`src/rtl/cbmt_pkg.sv`:
```
`default_nettype none
package cbmt_pkg;

	localparam int unsigned NUM_COUNTERS_DEF = 64;
	localparam int unsigned COUNT_WIDTH_DEF  = 16;

	localparam int unsigned ACTION_W = 2;
	localparam int unsigned INDEX_W  = 6;
	localparam int unsigned HOLD_W   = 7;

	typedef enum logic [ACTION_W-1:0] {
		ACT_INC   = 2'd0,
		ACT_DEC   = 2'd1,
		ACT_CLR   = 2'd2,
		ACT_QUERY = 2'd3
	} action_t;

	// control part of an item as it walks down the row
	typedef struct packed {
		logic                 valid;
		action_t              action;
		logic [INDEX_W-1:0]   idx;
	} cbmt_ctl_t;

endpackage
`default_nettype wire

```
`src/rtl/cbmt_cell.sv`:
```
`default_nettype none
module cbmt_cell
	import cbmt_pkg::*;
#(
	parameter int unsigned COUNT_WIDTH = COUNT_WIDTH_DEF,
	parameter int unsigned CNT_W       = 7,
	parameter int unsigned POS         = 0
) (
	input  wire logic                          clk,
	input  wire logic                          arst_n,
	input  wire logic                          adv,
	input  wire cbmt_ctl_t                     ctl_i,
	input  wire logic signed [COUNT_WIDTH-1:0] max_i,
	input  wire logic [CNT_W-1:0]              cnt_i,
	input  wire logic signed [COUNT_WIDTH-1:0] rep_i,
	output cbmt_ctl_t                          ctl_o,
	output logic signed [COUNT_WIDTH-1:0]      max_o,
	output logic [CNT_W-1:0]                   cnt_o,
	output logic signed [COUNT_WIDTH-1:0]      rep_o
);

	localparam logic signed [COUNT_WIDTH-1:0] VAL_MAX = {1'b0, {(COUNT_WIDTH-1){1'b1}}};
	localparam logic signed [COUNT_WIDTH-1:0] VAL_MIN = {1'b1, {(COUNT_WIDTH-1){1'b0}}};
	localparam bit IN_RANGE = (POS < (2 ** INDEX_W));

	logic signed [COUNT_WIDTH-1:0] val_q;
	logic signed [COUNT_WIDTH-1:0] nv;
	logic signed [COUNT_WIDTH-1:0] cur;
	logic                          hit;
	cbmt_ctl_t                     ctl_q;
	logic signed [COUNT_WIDTH-1:0] max_q;
	logic [CNT_W-1:0]              cnt_q;
	logic signed [COUNT_WIDTH-1:0] rep_q;

	assign hit = ctl_i.valid && IN_RANGE && (ctl_i.idx == INDEX_W'(POS));

	always_comb begin
		nv = val_q;
		unique case (ctl_i.action)
			ACT_INC: begin
				if (val_q != VAL_MAX)
					nv = val_q + COUNT_WIDTH'(1);
			end
			ACT_DEC: begin
				if (val_q != VAL_MIN)
					nv = val_q - COUNT_WIDTH'(1);
			end
			ACT_CLR:   nv = '0;
			ACT_QUERY: nv = val_q;
			default:   nv = val_q;
		endcase
	end

	assign cur = hit ? nv : val_q;

	// counter update, item pass-along, and running maximum and holder count of the cells passed so far
	always_ff @(posedge clk or negedge arst_n) begin
		if (!arst_n) begin
			val_q <= '0;
			ctl_q <= '0;
			rep_q <= '0;
			max_q <= '0;
			cnt_q <= '0;
		end else if (adv) begin
			if (hit)
				val_q <= nv;
			ctl_q <= ctl_i;
			rep_q <= hit ? nv : rep_i;
			if (cur > max_i) begin
				max_q <= cur;
				cnt_q <= CNT_W'(1);
			end else if (cur == max_i) begin
				max_q <= max_i;
				cnt_q <= cnt_i + CNT_W'(1);
			end else begin
				max_q <= max_i;
				cnt_q <= cnt_i;
			end
		end
	end

	assign ctl_o = ctl_q;
	assign max_o = max_q;
	assign cnt_o = cnt_q;
	assign rep_o = rep_q;

endmodule
`default_nettype wire

```
`config.mk`:
```
export PLATFORM = sky130hd
export DESIGN_NAME = cbmt_cell
export DESIGN_NICKNAME = d
export VERILOG_FILES = /design/src/rtl/cbmt_pkg.sv /design/src/rtl/cbmt_cell.sv
export SDC_FILE = /design/constraint.sdc
export NUM_CORES = 1
export LEC_CHECK = 0
export CAP_MARGIN = 20
export CELL_PAD_IN_SITES_DETAIL_PLACEMENT = 1
export CELL_PAD_IN_SITES_GLOBAL_PLACEMENT = 1
export CORE_ASPECT_RATIO = 1.1
export CORE_UTILIZATION = 43
export DETAILED_ROUTE_END_ITERATION = 6
export DONT_BUFFER_PORTS = 1
export GPL_TIMING_DRIVEN = 0
export PLACE_DENSITY = 0.84
export SLEW_MARGIN = 25
export SYNTH_ARGS = -nofsm -noshare
export SYNTH_HDL_FRONTEND = slang
export SYNTH_SLANG_ARGS = --single-unit
```
`constraint.sdc`:
```
create_clock -name clk -period 4.3 [get_ports clk]
set_input_delay 1.075 -clock clk [delete_from_list [all_inputs] [get_ports clk]]
set_output_delay 1.075 -clock clk [all_outputs]
set_load 0.02 [all_outputs]
```
==> results of run 1 <==
==> flip-flops by register name (all words and copies together), names as in the netlist <==
name	flops
rep_o	16
max_o	16
val_q	16
ctl_o	9
cnt_o	7
==> metal layers <==
| layer | vias up | global-route usage |
|---|---|---|
| met3 | 78 | 0.0896 |
| li1 | 2282 | - |
| met2 | 312 | 0.588 |
| met1 | 2727 | 0.462 |
| met5 | - | 0 |
| met4 | 0 | 0.152 |
==> worst max path at each step <==
stage | startpoint | endpoint | slack (ps) | cells past startpoint
6_report | ctl_i[7] | max_o[4] | -200 | 13
5_1_grt | val_q[1] | max_o[0] | -320 | 18
4_1_cts | ctl_i[7] | max_o[4] | -200 | 15
3_5_place_dp | ctl_i[3] | cnt_o[4] | -1420 | 17
3_3_place_gp | ctl_i[3] | max_o[14] | -1310 | 17
2_1_floorplan | ctl_i[7] | max_o[11] | -220 | 14
==> repair_timing <==
action                                  in CTS  in global routing
gates cloned                                 1                  1
endpoints found under the setup margin      23                 23
setup buffers                               31                 24
resized for setup                           59                 76
pin swaps                                   20                 32
==> metrics by stage <==
stage | cells | TNS, ps | instance area [sq um]
final | 789 | -2340 | 6290
after global placement | 726 | -27520 | 5080
after detailed placement | 726 | -30620 | 5090
after floorplan | 579 | -3690 | 4900
after global routing | 789 | -4540 | 6290
after CTS | 768 | -3320 | 5810
==> power groups by stage <==
stage	clock network [mW]	logic, mW	registers (mW)
after floorplan	0	0.237	0.764
after global placement	0	0.317	0.778
after detailed placement	0	0.329	0.781
after CTS	0.698	0.380	0.775
after global routing	0.722	0.472	0.786
final	0.708	0.446	0.782
==> Yosys cell counts, types with 17 or more instances <==
cell	count
nor2_1	40
nand2_1	25
nor4_1	17
o21ai_0	21
and3_1	17
nand4_1	22
a21oi_1	39
mux2_2	20
nand3_1	31
clkbuf_1	46
ha_1	20
inv_1	43
dfrtp_1	64
==> cell type report <==
type | instances | area [sq um] | area share
Buffer | 44 | 274 | 0.0435
Clock buffer | 11 | 253 | 0.0402
Clock inverter | 3 | 18.8 | 0.00298
Inverter | 43 | 161 | 0.0256
Multi-Input combinational cell | 420 | 3350 | 0.532
Sequential cell | 64 | 1610 | 0.255
Tap cell | 147 | 184 | 0.0292
Timing Repair Buffer | 57 | 453 | 0.0720
==> cell families (layout without fill, tap and decap cells) <==
kind of cell    Yosys count  count (layout)  synth area share
mux                      20              20            0.0466
buf+inv                  95             158            0.0758
fa+ha+maj                20              20            0.0517
flops                    64              64             0.331
compound gates          155             155             0.230
xor+xnor                 10              10            0.0181
simple gates            215             215             0.247
==> impl_metrics.xml, run 1 <==
<?xml version="1.0" encoding="UTF-8"?>
<metrics>
  <group name="final_layout">
    <metric name="most-common-layout-cells" unit="">dfrtp_1 (61), buf_4 (53), inv_1 (41), nor2_1 (37), a21oi_1 (37)</metric>
    <metric name="area.growth.synth_to_final" unit="%">30.2</metric>
    <metric name="antenna-diode-count" unit="">0</metric>
    <metric name="n_fill_cell" unit="">1290</metric>
    <metric name="mostFrequentLayoutCell" unit="">dfrtp_1</metric>
    <metric name="share_of_cells_above_drive_strength_1" unit="">0.318</metric>
    <metric name="final_util" unit="">0.577</metric>
    <metric name="finalNetCount" unit="">710</metric>
  </group>
  <group name="clock_tree">
    <metric name="cts.root.buffer_cell" unit="">clkbuf_16</metric>
    <metric name="clock_tree.buffer_depth" unit="">2</metric>
    <metric name="htreeDepth" unit="">3</metric>
    <metric name="cts_tree" unit="">done</metric>
    <metric name="cts_hold_buf" unit="">0</metric>
    <metric name="numCtsBuffers" unit="">9</metric>
    <metric name="clock_insertion_delay_worst_skew" unit="ps">330</metric>
    <metric name="clk_pin_slew_worst_paths" unit="ps">60</metric>
    <metric name="tritoncts_num_sinks" unit="">64</metric>
  </group>
  <group name="route">
    <metric name="met3_length" unit="mm">1.75</metric>
    <metric name="wl_met1" unit="mm">8.83</metric>
    <metric name="drt_wl_total" unit="mm">22.2</metric>
    <metric name="detailroute.via_count" unit="">5399</metric>
    <metric name="met2_wirelength" unit="mm">10.6</metric>
    <metric name="drcViolationCount" unit="">0</metric>
    <metric name="dr.pass1.iters" unit="">5</metric>
    <metric name="drt_iter0_drc" unit="">529</metric>
    <metric name="highest-signal-layer" unit="">met4</metric>
    <metric name="ant_nets" unit="">0</metric>
    <metric name="wire_per_inst" unit="um">28.1</metric>
    <metric name="via_density" unit="">6.84</metric>
  </group>
  <group name="worst_setup_path">
    <metric name="r2r_cells" unit="">12</metric>
    <metric name="critical-path-max-stage-delay" unit="ps">540</metric>
    <metric name="crit_fanout" unit="">9</metric>
    <metric name="critical_path_class" unit="">in2reg</metric>
    <metric name="critical_path.slowest_cell" unit="">or4b_4</metric>
    <metric name="worst_setup_path_end_kind" unit="">flop</metric>
    <metric name="worst-endpoint-required" unit="ps">4560</metric>
    <metric name="worst-r2r-setup-slack" unit="ps">-180</metric>
    <metric name="buffers_inverters_on_critical_path" unit="">1</metric>
    <metric name="worstPathArrival" unit="ps">4760</metric>
    <metric name="crit_path_cell_trace" unit="">clkbuf_16 &gt; or4b_4 &gt; nor3_4 &gt; nor4b_4 &gt; mux2_4 &gt; a211oi_4 &gt; ha_1 &gt; and3_4 &gt; nand4_1 &gt; a211o_1 &gt; a311o_2 &gt; nor2_2 &gt; a221o_1</metric>
    <metric name="r2r-start" unit="">val_q[2]</metric>
    <metric name="timing.rr.end" unit="">max_o[4]</metric>
    <metric name="timing.critical_path.max_delay_family" unit="">simple AND/OR/NAND/NOR gates</metric>
    <metric name="timing.critical_path.from_type" unit="">primary input</metric>
  </group>
  <group name="yosys">
    <metric name="synth-warning-count" unit="">0</metric>
    <metric name="yosys.area.top_type" unit="">dfrtp_1</metric>
    <metric name="synth_seq_cells" unit="">64</metric>
    <metric name="synth_area_leaders" unit="">dfrtp_1 (33%), ha_1 (5.2%), mux2_2 (4.7%), a21oi_1 (4.0%), clkbuf_1 (3.6%)</metric>
    <metric name="synthDistinctLibCells" unit="">71</metric>
    <metric name="synth-async-reset-ratio" unit="">1.00</metric>
    <metric name="main_synth_ff_type" unit="">dfrtp_1</metric>
    <metric name="synthesis.area_per_instance" unit="sq um">8.35</metric>
    <metric name="mappedNetlistNets" unit="">650</metric>
    <metric name="synth_top_area_share" unit="">0.331</metric>
    <metric name="synth_edf_count" unit="">0</metric>
    <metric name="netlist_area_pre_place" unit="sq mm">0.00484</metric>
    <metric name="synthesis.instances" unit="">579</metric>
    <metric name="yosysSeqAreaShare" unit="">0.331</metric>
  </group>
  <group name="pwr">
    <metric name="power.share.switching" unit="">0.350</metric>
    <metric name="cell_internal_pwr" unit="mW">1.26</metric>
    <metric name="power-per-cell-area" unit="mW/mm^2">308</metric>
    <metric name="power_frac_seq" unit="">0.404</metric>
    <metric name="comb_power_share" unit="">0.230</metric>
    <metric name="power.switching" unit="mW">0.677</metric>
    <metric name="power_leakage" unit="nW">2.57</metric>
    <metric name="vdd_drop_max" unit="V">0.000172</metric>
    <metric name="post-layout-total-power" unit="mW">1.94</metric>
    <metric name="clkPwrFrac" unit="">0.366</metric>
  </group>
  <group name="sta">
    <metric name="max_freq" unit="MHz">222</metric>
    <metric name="finalCritPeriodShare" unit="">1.05</metric>
    <metric name="worst-slew-pin-transition" unit="ps">877</metric>
    <metric name="rsz_0062_raised_after_global_routing" unit="">yes</metric>
    <metric name="maxSlewHeadroom" unit="">0.415</metric>
    <metric name="timing.final.crit_period" unit="ps">4500</metric>
    <metric name="clock_skew" unit="ps">5.26</metric>
    <metric name="holdWs" unit="ps">430</metric>
    <metric name="report.final.hold_viol_count" unit="">0</metric>
    <metric name="timing.final.max_slew_violations" unit="">0</metric>
    <metric name="fin_ws" unit="ps">-198</metric>
    <metric name="setup_viol" unit="">21</metric>
  </group>
  <group name="floorplan">
    <metric name="floorplan.rows" unit="">40</metric>
    <metric name="floorplan.core_area" unit="sq mm">0.0109</metric>
    <metric name="die_footprint" unit="sq mm">0.0117</metric>
    <metric name="ios" unit="">99</metric>
    <metric name="die_w" unit="um">103</metric>
    <metric name="die_h" unit="um">113</metric>
    <metric name="start_util" unit="">0.443</metric>
  </group>
  <group name="global_route">
    <metric name="grt_pass1_vias" unit="">5334</metric>
    <metric name="grt_usage" unit="">0.365</metric>
    <metric name="grt_overflow_total" unit="">0</metric>
    <metric name="grt_start_max_net_pins" unit="">65</metric>
    <metric name="initial_antenna_violation_count" unit="">0</metric>
    <metric name="grt_pass1_wl" unit="mm">31.2</metric>
  </group>
  <group name="placement">
    <metric name="dp_hpwl" unit="mm">14.4</metric>
    <metric name="preCtsSetupSlack" unit="ps">-1420</metric>
    <metric name="place_congestion" unit="">1.00</metric>
    <metric name="number_of_buffer_cells_added_on_primary_ports" unit="">0</metric>
  </group>
  <group name="outcome">
    <metric name="outcome" unit="">finished, violations left</metric>
    <metric name="failed_checks" unit="">setup timing</metric>
  </group>
  <group name="job">
    <metric name="drv_cap" unit="">0</metric>
  </group>
  <group name="hold_path">
    <metric name="timing.hold.worst.class" unit="">in2async</metric>
  </group>
</metrics>
Power figures use the tool's default switching activity.
==> inputs of run 2 (changes only) <==
ABC_AREA = 1   (was default)
CORE_UTILIZATION = 41   (was 43)
==> impl_metrics.xml, run 2 <==
<?xml version="1.0" encoding="UTF-8"?>
<metrics>
  <group name="worst_setup_path">
    <metric name="r2r_cells" unit="">21</metric>
    <metric name="worst_setup_path_end_kind" unit="">flop</metric>
    <metric name="crit_fanout" unit="">10</metric>
    <metric name="endpoint" unit="">max_o[4]</metric>
    <metric name="r2r-start" unit="">val_q[0]</metric>
    <metric name="timing.critical_path.from_type" unit="">flop</metric>
    <metric name="worst-endpoint-required" unit="ps">4510</metric>
    <metric name="critical_path_start" unit="">val_q[0]</metric>
    <metric name="critical_path_class" unit="">reg2reg</metric>
    <metric name="worst-r2r-setup-slack" unit="ps">450</metric>
    <metric name="worstPathArrival" unit="ps">4060</metric>
    <metric name="timing.rr.end" unit="">max_o[4]</metric>
  </group>
  <group name="outcome">
    <metric name="outcome" unit="">completed</metric>
  </group>
  <group name="floorplan">
    <metric name="ios" unit="">99</metric>
    <metric name="die_footprint" unit="sq mm">0.0119</metric>
    <metric name="start_util" unit="">0.425</metric>
    <metric name="floorplan.rows" unit="">40</metric>
    <metric name="floorplan.core_area" unit="sq mm">0.0111</metric>
    <metric name="die_w" unit="um">104</metric>
    <metric name="die_h" unit="um">114</metric>
  </group>
  <group name="pwr">
    <metric name="clkPwrFrac" unit="">0.317</metric>
    <metric name="cell_internal_pwr" unit="mW">1.38</metric>
    <metric name="power-per-cell-area" unit="mW/mm^2">448</metric>
    <metric name="power.share.switching" unit="">0.406</metric>
    <metric name="power_leakage" unit="nW">2.56</metric>
    <metric name="power_frac_seq" unit="">0.376</metric>
    <metric name="power.switching" unit="mW">0.942</metric>
    <metric name="comb_power_share" unit="">0.307</metric>
    <metric name="vdd_drop_max" unit="V">0.000264</metric>
  </group>
  <group name="global_route">
    <metric name="grt_overflow_total" unit="">0</metric>
    <metric name="grt_start_max_net_pins" unit="">65</metric>
    <metric name="grt_pass1_wl" unit="mm">27.3</metric>
    <metric name="grt_usage" unit="">0.302</metric>
    <metric name="initial_antenna_violation_count" unit="">0</metric>
    <metric name="grt_pass1_vias" unit="">5248</metric>
  </group>
  <group name="route">
    <metric name="wl_met1" unit="mm">6.83</metric>
    <metric name="drt_iter0_drc" unit="">285</metric>
    <metric name="met2_wirelength" unit="mm">8.57</metric>
    <metric name="dr.pass1.iters" unit="">5</metric>
    <metric name="highest-signal-layer" unit="">met4</metric>
    <metric name="ant_nets" unit="">0</metric>
    <metric name="wire_per_inst" unit="um">19.8</metric>
    <metric name="via_density" unit="">5.59</metric>
    <metric name="met3_length" unit="mm">1.04</metric>
    <metric name="detailroute.via_count" unit="">4856</metric>
    <metric name="drt_wl_total" unit="mm">17.2</metric>
    <metric name="drcViolationCount" unit="">0</metric>
  </group>
  <group name="sta">
    <metric name="rsz_0062_raised_after_global_routing" unit="">no</metric>
    <metric name="holdWs" unit="ps">426</metric>
    <metric name="finalCritPeriodShare" unit="">0.896</metric>
    <metric name="timing.final.crit_period" unit="ps">3850</metric>
    <metric name="timing.final.max_slew_violations" unit="">0</metric>
    <metric name="maxSlewHeadroom" unit="">0.565</metric>
    <metric name="clock_skew" unit="ps">10.1</metric>
    <metric name="setup_viol" unit="">0</metric>
    <metric name="max_freq" unit="MHz">260</metric>
    <metric name="setup-tns-final" unit="ps">0</metric>
    <metric name="report.final.hold_viol_count" unit="">0</metric>
    <metric name="worst-slew-pin-transition" unit="ps">652</metric>
    <metric name="fin_ws" unit="ps">449</metric>
  </group>
  <group name="yosys">
    <metric name="synth_top_family_by_area" unit="">simple AND/OR/NAND/NOR gates</metric>
    <metric name="synth_compound_area_frac" unit="">0.0901</metric>
    <metric name="synth_edf_count" unit="">0</metric>
    <metric name="mappedNetlistNets" unit="">777</metric>
    <metric name="synth_seq_cells" unit="">64</metric>
    <metric name="synth.area.mux_share" unit="">0.00213</metric>
    <metric name="synth-async-reset-ratio" unit="">1.00</metric>
    <metric name="synth_adder_area_share" unit="">0.0532</metric>
    <metric name="yosys.area.top_type" unit="">dfrtp_1</metric>
    <metric name="synthesis.instances" unit="">706</metric>
    <metric name="simple_gate_area_share_of_the_yosys_netlist" unit="">0.394</metric>
    <metric name="synth_area_leaders" unit="">dfrtp_1 (34%), nand2_1 (20%), nand3_1 (8.9%), ha_1 (5.3%), nor2_1 (4.8%)</metric>
    <metric name="main_synth_ff_type" unit="">dfrtp_1</metric>
    <metric name="synthDistinctLibCells" unit="">29</metric>
    <metric name="synth-xor-area-share" unit="">0.0279</metric>
    <metric name="netlist_area_pre_place" unit="sq mm">0.00471</metric>
    <metric name="synth-warning-count" unit="">0</metric>
    <metric name="synthesis.area_per_instance" unit="sq um">6.67</metric>
    <metric name="synth_top_area_share" unit="">0.340</metric>
    <metric name="leading_cell_type_by_number_of_instances_after_synthesis" unit="">nand2_1</metric>
    <metric name="yosysSeqAreaShare" unit="">0.340</metric>
    <metric name="synth_common_cells" unit="">nand2_1 (245), nand3_1 (84), dfrtp_1 (64)</metric>
  </group>
  <group name="final_layout">
    <metric name="ff_latch_area" unit="sq mm">0.00160</metric>
    <metric name="finalNetCount" unit="">788</metric>
    <metric name="n_fill_cell" unit="">1478</metric>
    <metric name="multi_input_comb_area" unit="sq mm">0.00267</metric>
    <metric name="share_of_cells_above_drive_strength_1" unit="">0.0942</metric>
    <metric name="most-common-layout-cells" unit="">nand2_1 (245), nand3_1 (84), dfrtp_1 (64), nor2_1 (60), inv_1 (56)</metric>
    <metric name="antenna-diode-count" unit="">0</metric>
    <metric name="mostFrequentLayoutCell" unit="">nand2_1</metric>
    <metric name="area.growth.synth_to_final" unit="%">10.1</metric>
  </group>
  <group name="placement">
    <metric name="place_congestion" unit="">0.891</metric>
    <metric name="dp_hpwl" unit="mm">13.3</metric>
    <metric name="number_of_buffer_cells_added_on_primary_ports" unit="">0</metric>
    <metric name="preCtsSetupSlack" unit="ps">223</metric>
  </group>
  <group name="clock_tree">
    <metric name="clk_pin_slew_worst_paths" unit="ps">60</metric>
    <metric name="htreeDepth" unit="">3</metric>
    <metric name="tritoncts_num_sinks" unit="">64</metric>
    <metric name="cts_resized" unit="">0</metric>
    <metric name="cts_tree" unit="">done</metric>
    <metric name="numCtsBuffers" unit="">9</metric>
    <metric name="clock_tree.buffer_depth" unit="">2</metric>
    <metric name="cts_setup_buffers" unit="">0</metric>
    <metric name="cts.root.buffer_cell" unit="">clkbuf_16</metric>
    <metric name="clock_insertion_delay_worst_skew" unit="ps">340</metric>
    <metric name="cts_hold_buf" unit="">0</metric>
  </group>
  <group name="hold_path">
    <metric name="timing.hold.worst.class" unit="">in2async</metric>
  </group>
  <group name="job">
    <metric name="drv_cap" unit="">0</metric>
  </group>
</metrics>
## run 2: worst min path at each step
stage / startpoint / to / slack, ps / cells after the start
2_1_floorplan: ctl_o[0] / ctl_o[0] / 580 / 2
3_3_place_gp: ctl_o[2] / ctl_o[2] / 600 / 2
3_5_place_dp: ctl_o[2] / ctl_o[2] / 610 / 2
4_1_cts: arst_n / val_q[0] / 410 / 0
5_1_grt: arst_n / max_o[3] / 420 / 0
6_report: arst_n / val_q[1] / 430 / 0
## run 2: layer usage
metal | up-vias | GRT usage
met5 | - | 0
met3 | 48 | 0.0655
met4 | 0 | 0.159
met1 | 2338 | 0.341
li1 | 2290 | -
met2 | 180 | 0.536
## run 2: worst max-delay path, stage by stage (launching register included)
cell and delay [ps]:
dfrtp_1 420, inv_1 300, ha_1 290, nand2_1 80
nor2_1 140, nand2_2 140, buf_6 180, nand3_1 100
nand3_1 70, nand2_1 150, nand2_1 160, ha_1 300
nand2_1 60, nor2_1 160, nand4_1 220, nor2_4 260
inv_1 100, nand3_2 130, nor2_4 70, buf_2 200
nand2_1 80, nand3_1 80
## run 2: area by class of cell
| class | instances | share of cell area |
|---|---|---|
| Multi-Input combinational cell | 547 | 0.516 |
| Sequential cell | 64 | 0.309 |
| Clock buffer | 10 | 0.0442 |
| Inverter | 58 | 0.0420 |
| Buffer | 37 | 0.0418 |
| Tap cell | 147 | 0.0355 |
| Clock inverter | 6 | 0.0116 |
## run 2: cell families (layout without fill, tap and decap cells)
group / count (synthesis) / after routing
xor gates and xnor gates: 15 / 15
AOI/OAI and AO/OA: 80 / 80
DFF: 64 / 64
and+or+nand+nor: 431 / 431
muxes: 1 / 1
adders and majority gates: 20 / 20
buffers and inverters: 95 / 111
## run 2: stage by stage
| step | utilization | std cells | power, mW | instance area [sq um] |
|---|---|---|---|---|
| after global placement | 0.442 | 853 | 1.55 | 4890 |
| after global routing | 0.468 | 869 | 2.44 | 5180 |
| final | 0.468 | 869 | 2.32 | 5180 |
| after CTS | 0.468 | 869 | 2.33 | 5180 |
| after detailed placement | 0.442 | 853 | 1.58 | 4890 |
| after floorplan | - | 706 | 1.37 | 4710 |
## run 2: power groups by stage
stage	Clock, mW	Combinational (mW)	Sequential (mW)
after floorplan	0	0.516	0.855
after global placement	0	0.671	0.878
after detailed placement	0	0.701	0.881
after CTS	0.747	0.709	0.873
after global routing	0.765	0.797	0.883
final	0.735	0.713	0.872
==> inputs of run 3 (changes only) <==
clock period = 3.5 ns   (was 4.3 ns; I/O delays follow)
==> impl_metrics.xml, run 3 (same netlist as run 2, synthesis figures left out) <==
<?xml version="1.0" encoding="UTF-8"?>
<metrics>
  <group name="outcome">
    <metric name="outcome" unit="">completed</metric>
  </group>
  <group name="route">
    <metric name="ant_nets" unit="">0</metric>
    <metric name="drt_wl_total" unit="mm">17.7</metric>
    <metric name="drt_iter0_drc" unit="">260</metric>
    <metric name="via_density" unit="">5.61</metric>
    <metric name="drcViolationCount" unit="">0</metric>
    <metric name="wire_per_inst" unit="um">20.2</metric>
    <metric name="detailroute.via_count" unit="">4918</metric>
    <metric name="dr.pass1.iters" unit="">5</metric>
  </group>
  <group name="placement">
    <metric name="dp_hpwl" unit="mm">13.3</metric>
    <metric name="number_of_buffer_cells_added_on_primary_ports" unit="">0</metric>
    <metric name="place_congestion" unit="">0.891</metric>
  </group>
  <group name="hold_path">
    <metric name="timing.hold.worst.class" unit="">in2async</metric>
  </group>
  <group name="worst_setup_path">
    <metric name="r2r-start" unit="">val_q[0]</metric>
    <metric name="worst-endpoint-required" unit="ps">3770</metric>
    <metric name="worstPathArrival" unit="ps">3690</metric>
    <metric name="worst_setup_path_end_kind" unit="">flop</metric>
    <metric name="timing.critical_path.from_type" unit="">primary input</metric>
    <metric name="crit_fanout" unit="">10</metric>
    <metric name="critical_path_start" unit="">ctl_i[6]</metric>
    <metric name="critical_path_class" unit="">in2reg</metric>
  </group>
  <group name="pwr">
    <metric name="clkPwrFrac" unit="">0.310</metric>
    <metric name="cell_internal_pwr" unit="mW">1.73</metric>
    <metric name="power.switching" unit="mW">1.20</metric>
    <metric name="power-per-cell-area" unit="mW/mm^2">550</metric>
    <metric name="comb_power_share" unit="">0.324</metric>
    <metric name="vdd_drop_max" unit="V">0.000278</metric>
    <metric name="power_frac_seq" unit="">0.366</metric>
    <metric name="post-layout-total-power" unit="mW">2.94</metric>
    <metric name="power.share.switching" unit="">0.410</metric>
    <metric name="power_leakage" unit="nW">2.61</metric>
  </group>
  <group name="final_layout">
    <metric name="share_of_cells_above_drive_strength_1" unit="">0.136</metric>
    <metric name="area.growth.synth_to_final" unit="%">13.5</metric>
    <metric name="mostFrequentLayoutCell" unit="">nand2_1</metric>
    <metric name="n_fill_cell" unit="">1461</metric>
    <metric name="finalNetCount" unit="">795</metric>
    <metric name="most-common-layout-cells" unit="">nand2_1 (240), nand3_1 (84), dfrtp_1 (62), inv_1 (53), nor2_1 (51)</metric>
    <metric name="antenna-diode-count" unit="">0</metric>
  </group>
  <group name="sta">
    <metric name="setup-tns-final" unit="ps">0</metric>
    <metric name="setup_viol" unit="">0</metric>
    <metric name="report.final.hold_viol_count" unit="">0</metric>
    <metric name="finalCritPeriodShare" unit="">0.976</metric>
    <metric name="timing.final.crit_period" unit="ps">3420</metric>
    <metric name="holdWs" unit="ps">219</metric>
    <metric name="maxSlewHeadroom" unit="">0.564</metric>
    <metric name="clock_skew" unit="ps">10.2</metric>
    <metric name="timing.final.max_slew_violations" unit="">0</metric>
    <metric name="max_freq" unit="MHz">293</metric>
    <metric name="worst-slew-pin-transition" unit="ps">655</metric>
  </group>
  <group name="clock_tree">
    <metric name="numCtsBuffers" unit="">9</metric>
    <metric name="htreeDepth" unit="">3</metric>
    <metric name="clock_tree.buffer_depth" unit="">2</metric>
    <metric name="cts.root.buffer_cell" unit="">clkbuf_16</metric>
    <metric name="cts_hold_buf" unit="">0</metric>
    <metric name="clk_pin_slew_worst_paths" unit="ps">60</metric>
    <metric name="cts_tree" unit="">done</metric>
    <metric name="tritoncts_num_sinks" unit="">64</metric>
    <metric name="clock_insertion_delay_worst_skew" unit="ps">350</metric>
  </group>
  <group name="floorplan">
    <metric name="die_footprint" unit="sq mm">0.0119</metric>
    <metric name="start_util" unit="">0.425</metric>
    <metric name="floorplan.core_area" unit="sq mm">0.0111</metric>
    <metric name="ios" unit="">99</metric>
    <metric name="die_h" unit="um">114</metric>
    <metric name="die_w" unit="um">104</metric>
    <metric name="floorplan.rows" unit="">40</metric>
  </group>
  <group name="global_route">
    <metric name="grtUsageMet1" unit="">0.342</metric>
    <metric name="grt_overflow_total" unit="">0</metric>
    <metric name="use_met2" unit="">0.543</metric>
    <metric name="busiest_layer" unit="">met2</metric>
    <metric name="grt_pass1_wl" unit="mm">27.5</metric>
    <metric name="grt_start_max_net_pins" unit="">65</metric>
    <metric name="initial_antenna_violation_count" unit="">0</metric>
    <metric name="met3_usage" unit="">0.0655</metric>
    <metric name="grt_usage" unit="">0.303</metric>
    <metric name="grt_pass1_vias" unit="">5264</metric>
  </group>
  <group name="job">
    <metric name="drv_cap" unit="">0</metric>
  </group>
</metrics>
[run 3: critical path: stages]
cell and delay, ps:
nor2_1 430, buf_2 340, o21ai_0 160, o211ai_1 170
nand2_1 150, nand2_2 130, ha_1 240, nand2_1 60
inv_1 40, nand2_1 60, nand2_1 40, nand2_1 60
nand2_1 80, nand2_1 90, nand2_1 60, nand2_1 110
nand3_4 120, nor2_4 160, buf_6 150, nand2_1 70
nand3_1 90
[run 3: per-stage QoR]
| step | setup WS (ps) | instance area (sq um) | util | cells |
|---|---|---|---|---|
| finish | 83.2 | 5340 | 0.483 | 876 |
| global route | -44.7 | 5340 | 0.483 | 876 |
| CTS | 2.69 | 5210 | 0.471 | 873 |
| detailed placement | -377 | 4890 | 0.442 | 853 |
| global placement | -232 | 4890 | 0.442 | 853 |
| floorplan | 483 | 4710 | - | 706 |
[run 3: layer usage]
metal	wire, um	share of wire	vias up
met5	0	0	-
li1	-	-	2306
met3	1060	0.060	47
met2	8910	0.50	174
met4	716	0.040	0
met1	6990	0.40	2391
[run 3: path summary, 6_finish.rpt]
| kind | end | slack, ps | cells after the start |
|---|---|---|---|
| worst max-delay path | max_o[4] | 80 | 21 |
| worst min-delay path | val_q[1] | 220 | 0 |
| worst max register to register | max_o[4] | 160 | 25 |
| worst min register to register | ctl_o[2] | 620 | 2 |
| max in group asynchronous | ctl_o[8] | 3170 | 0 |
| min in group clk | ctl_o[2] | 620 | 2 |
[run 3: timing repair]
action	in CTS	in global routing
buffers inserted	4	3
pin swaps	2	3
gates cloned	0	0
gates resized for setup	4	33
setup endpoints to repair	23	23
[run 3: final cells by class]
class	count	area [sq um]	area share
repair buffers	7	52.6	0.00984
clock inverters	6	60.1	0.0112
plain buffers	37	229	0.0429
flip-flops and latches	64	1600	0.300
clock buffers	10	229	0.0429
well taps	147	184	0.0345
multi-input cells	547	2760	0.517
inverters	58	223	0.0417
[run 3: power by group through the flow]
| stage | Sequential (mW) | Clock, mW | Combinational (mW) |
|---|---|---|---|
| after floorplan | 1.05 | 0 | 0.634 |
| after global placement | 1.08 | 0 | 0.824 |
| after detailed placement | 1.08 | 0 | 0.862 |
| after CTS | 1.07 | 0.918 | 0.884 |
| after global routing | 1.09 | 0.940 | 1.05 |
| final | 1.08 | 0.911 | 0.951 |
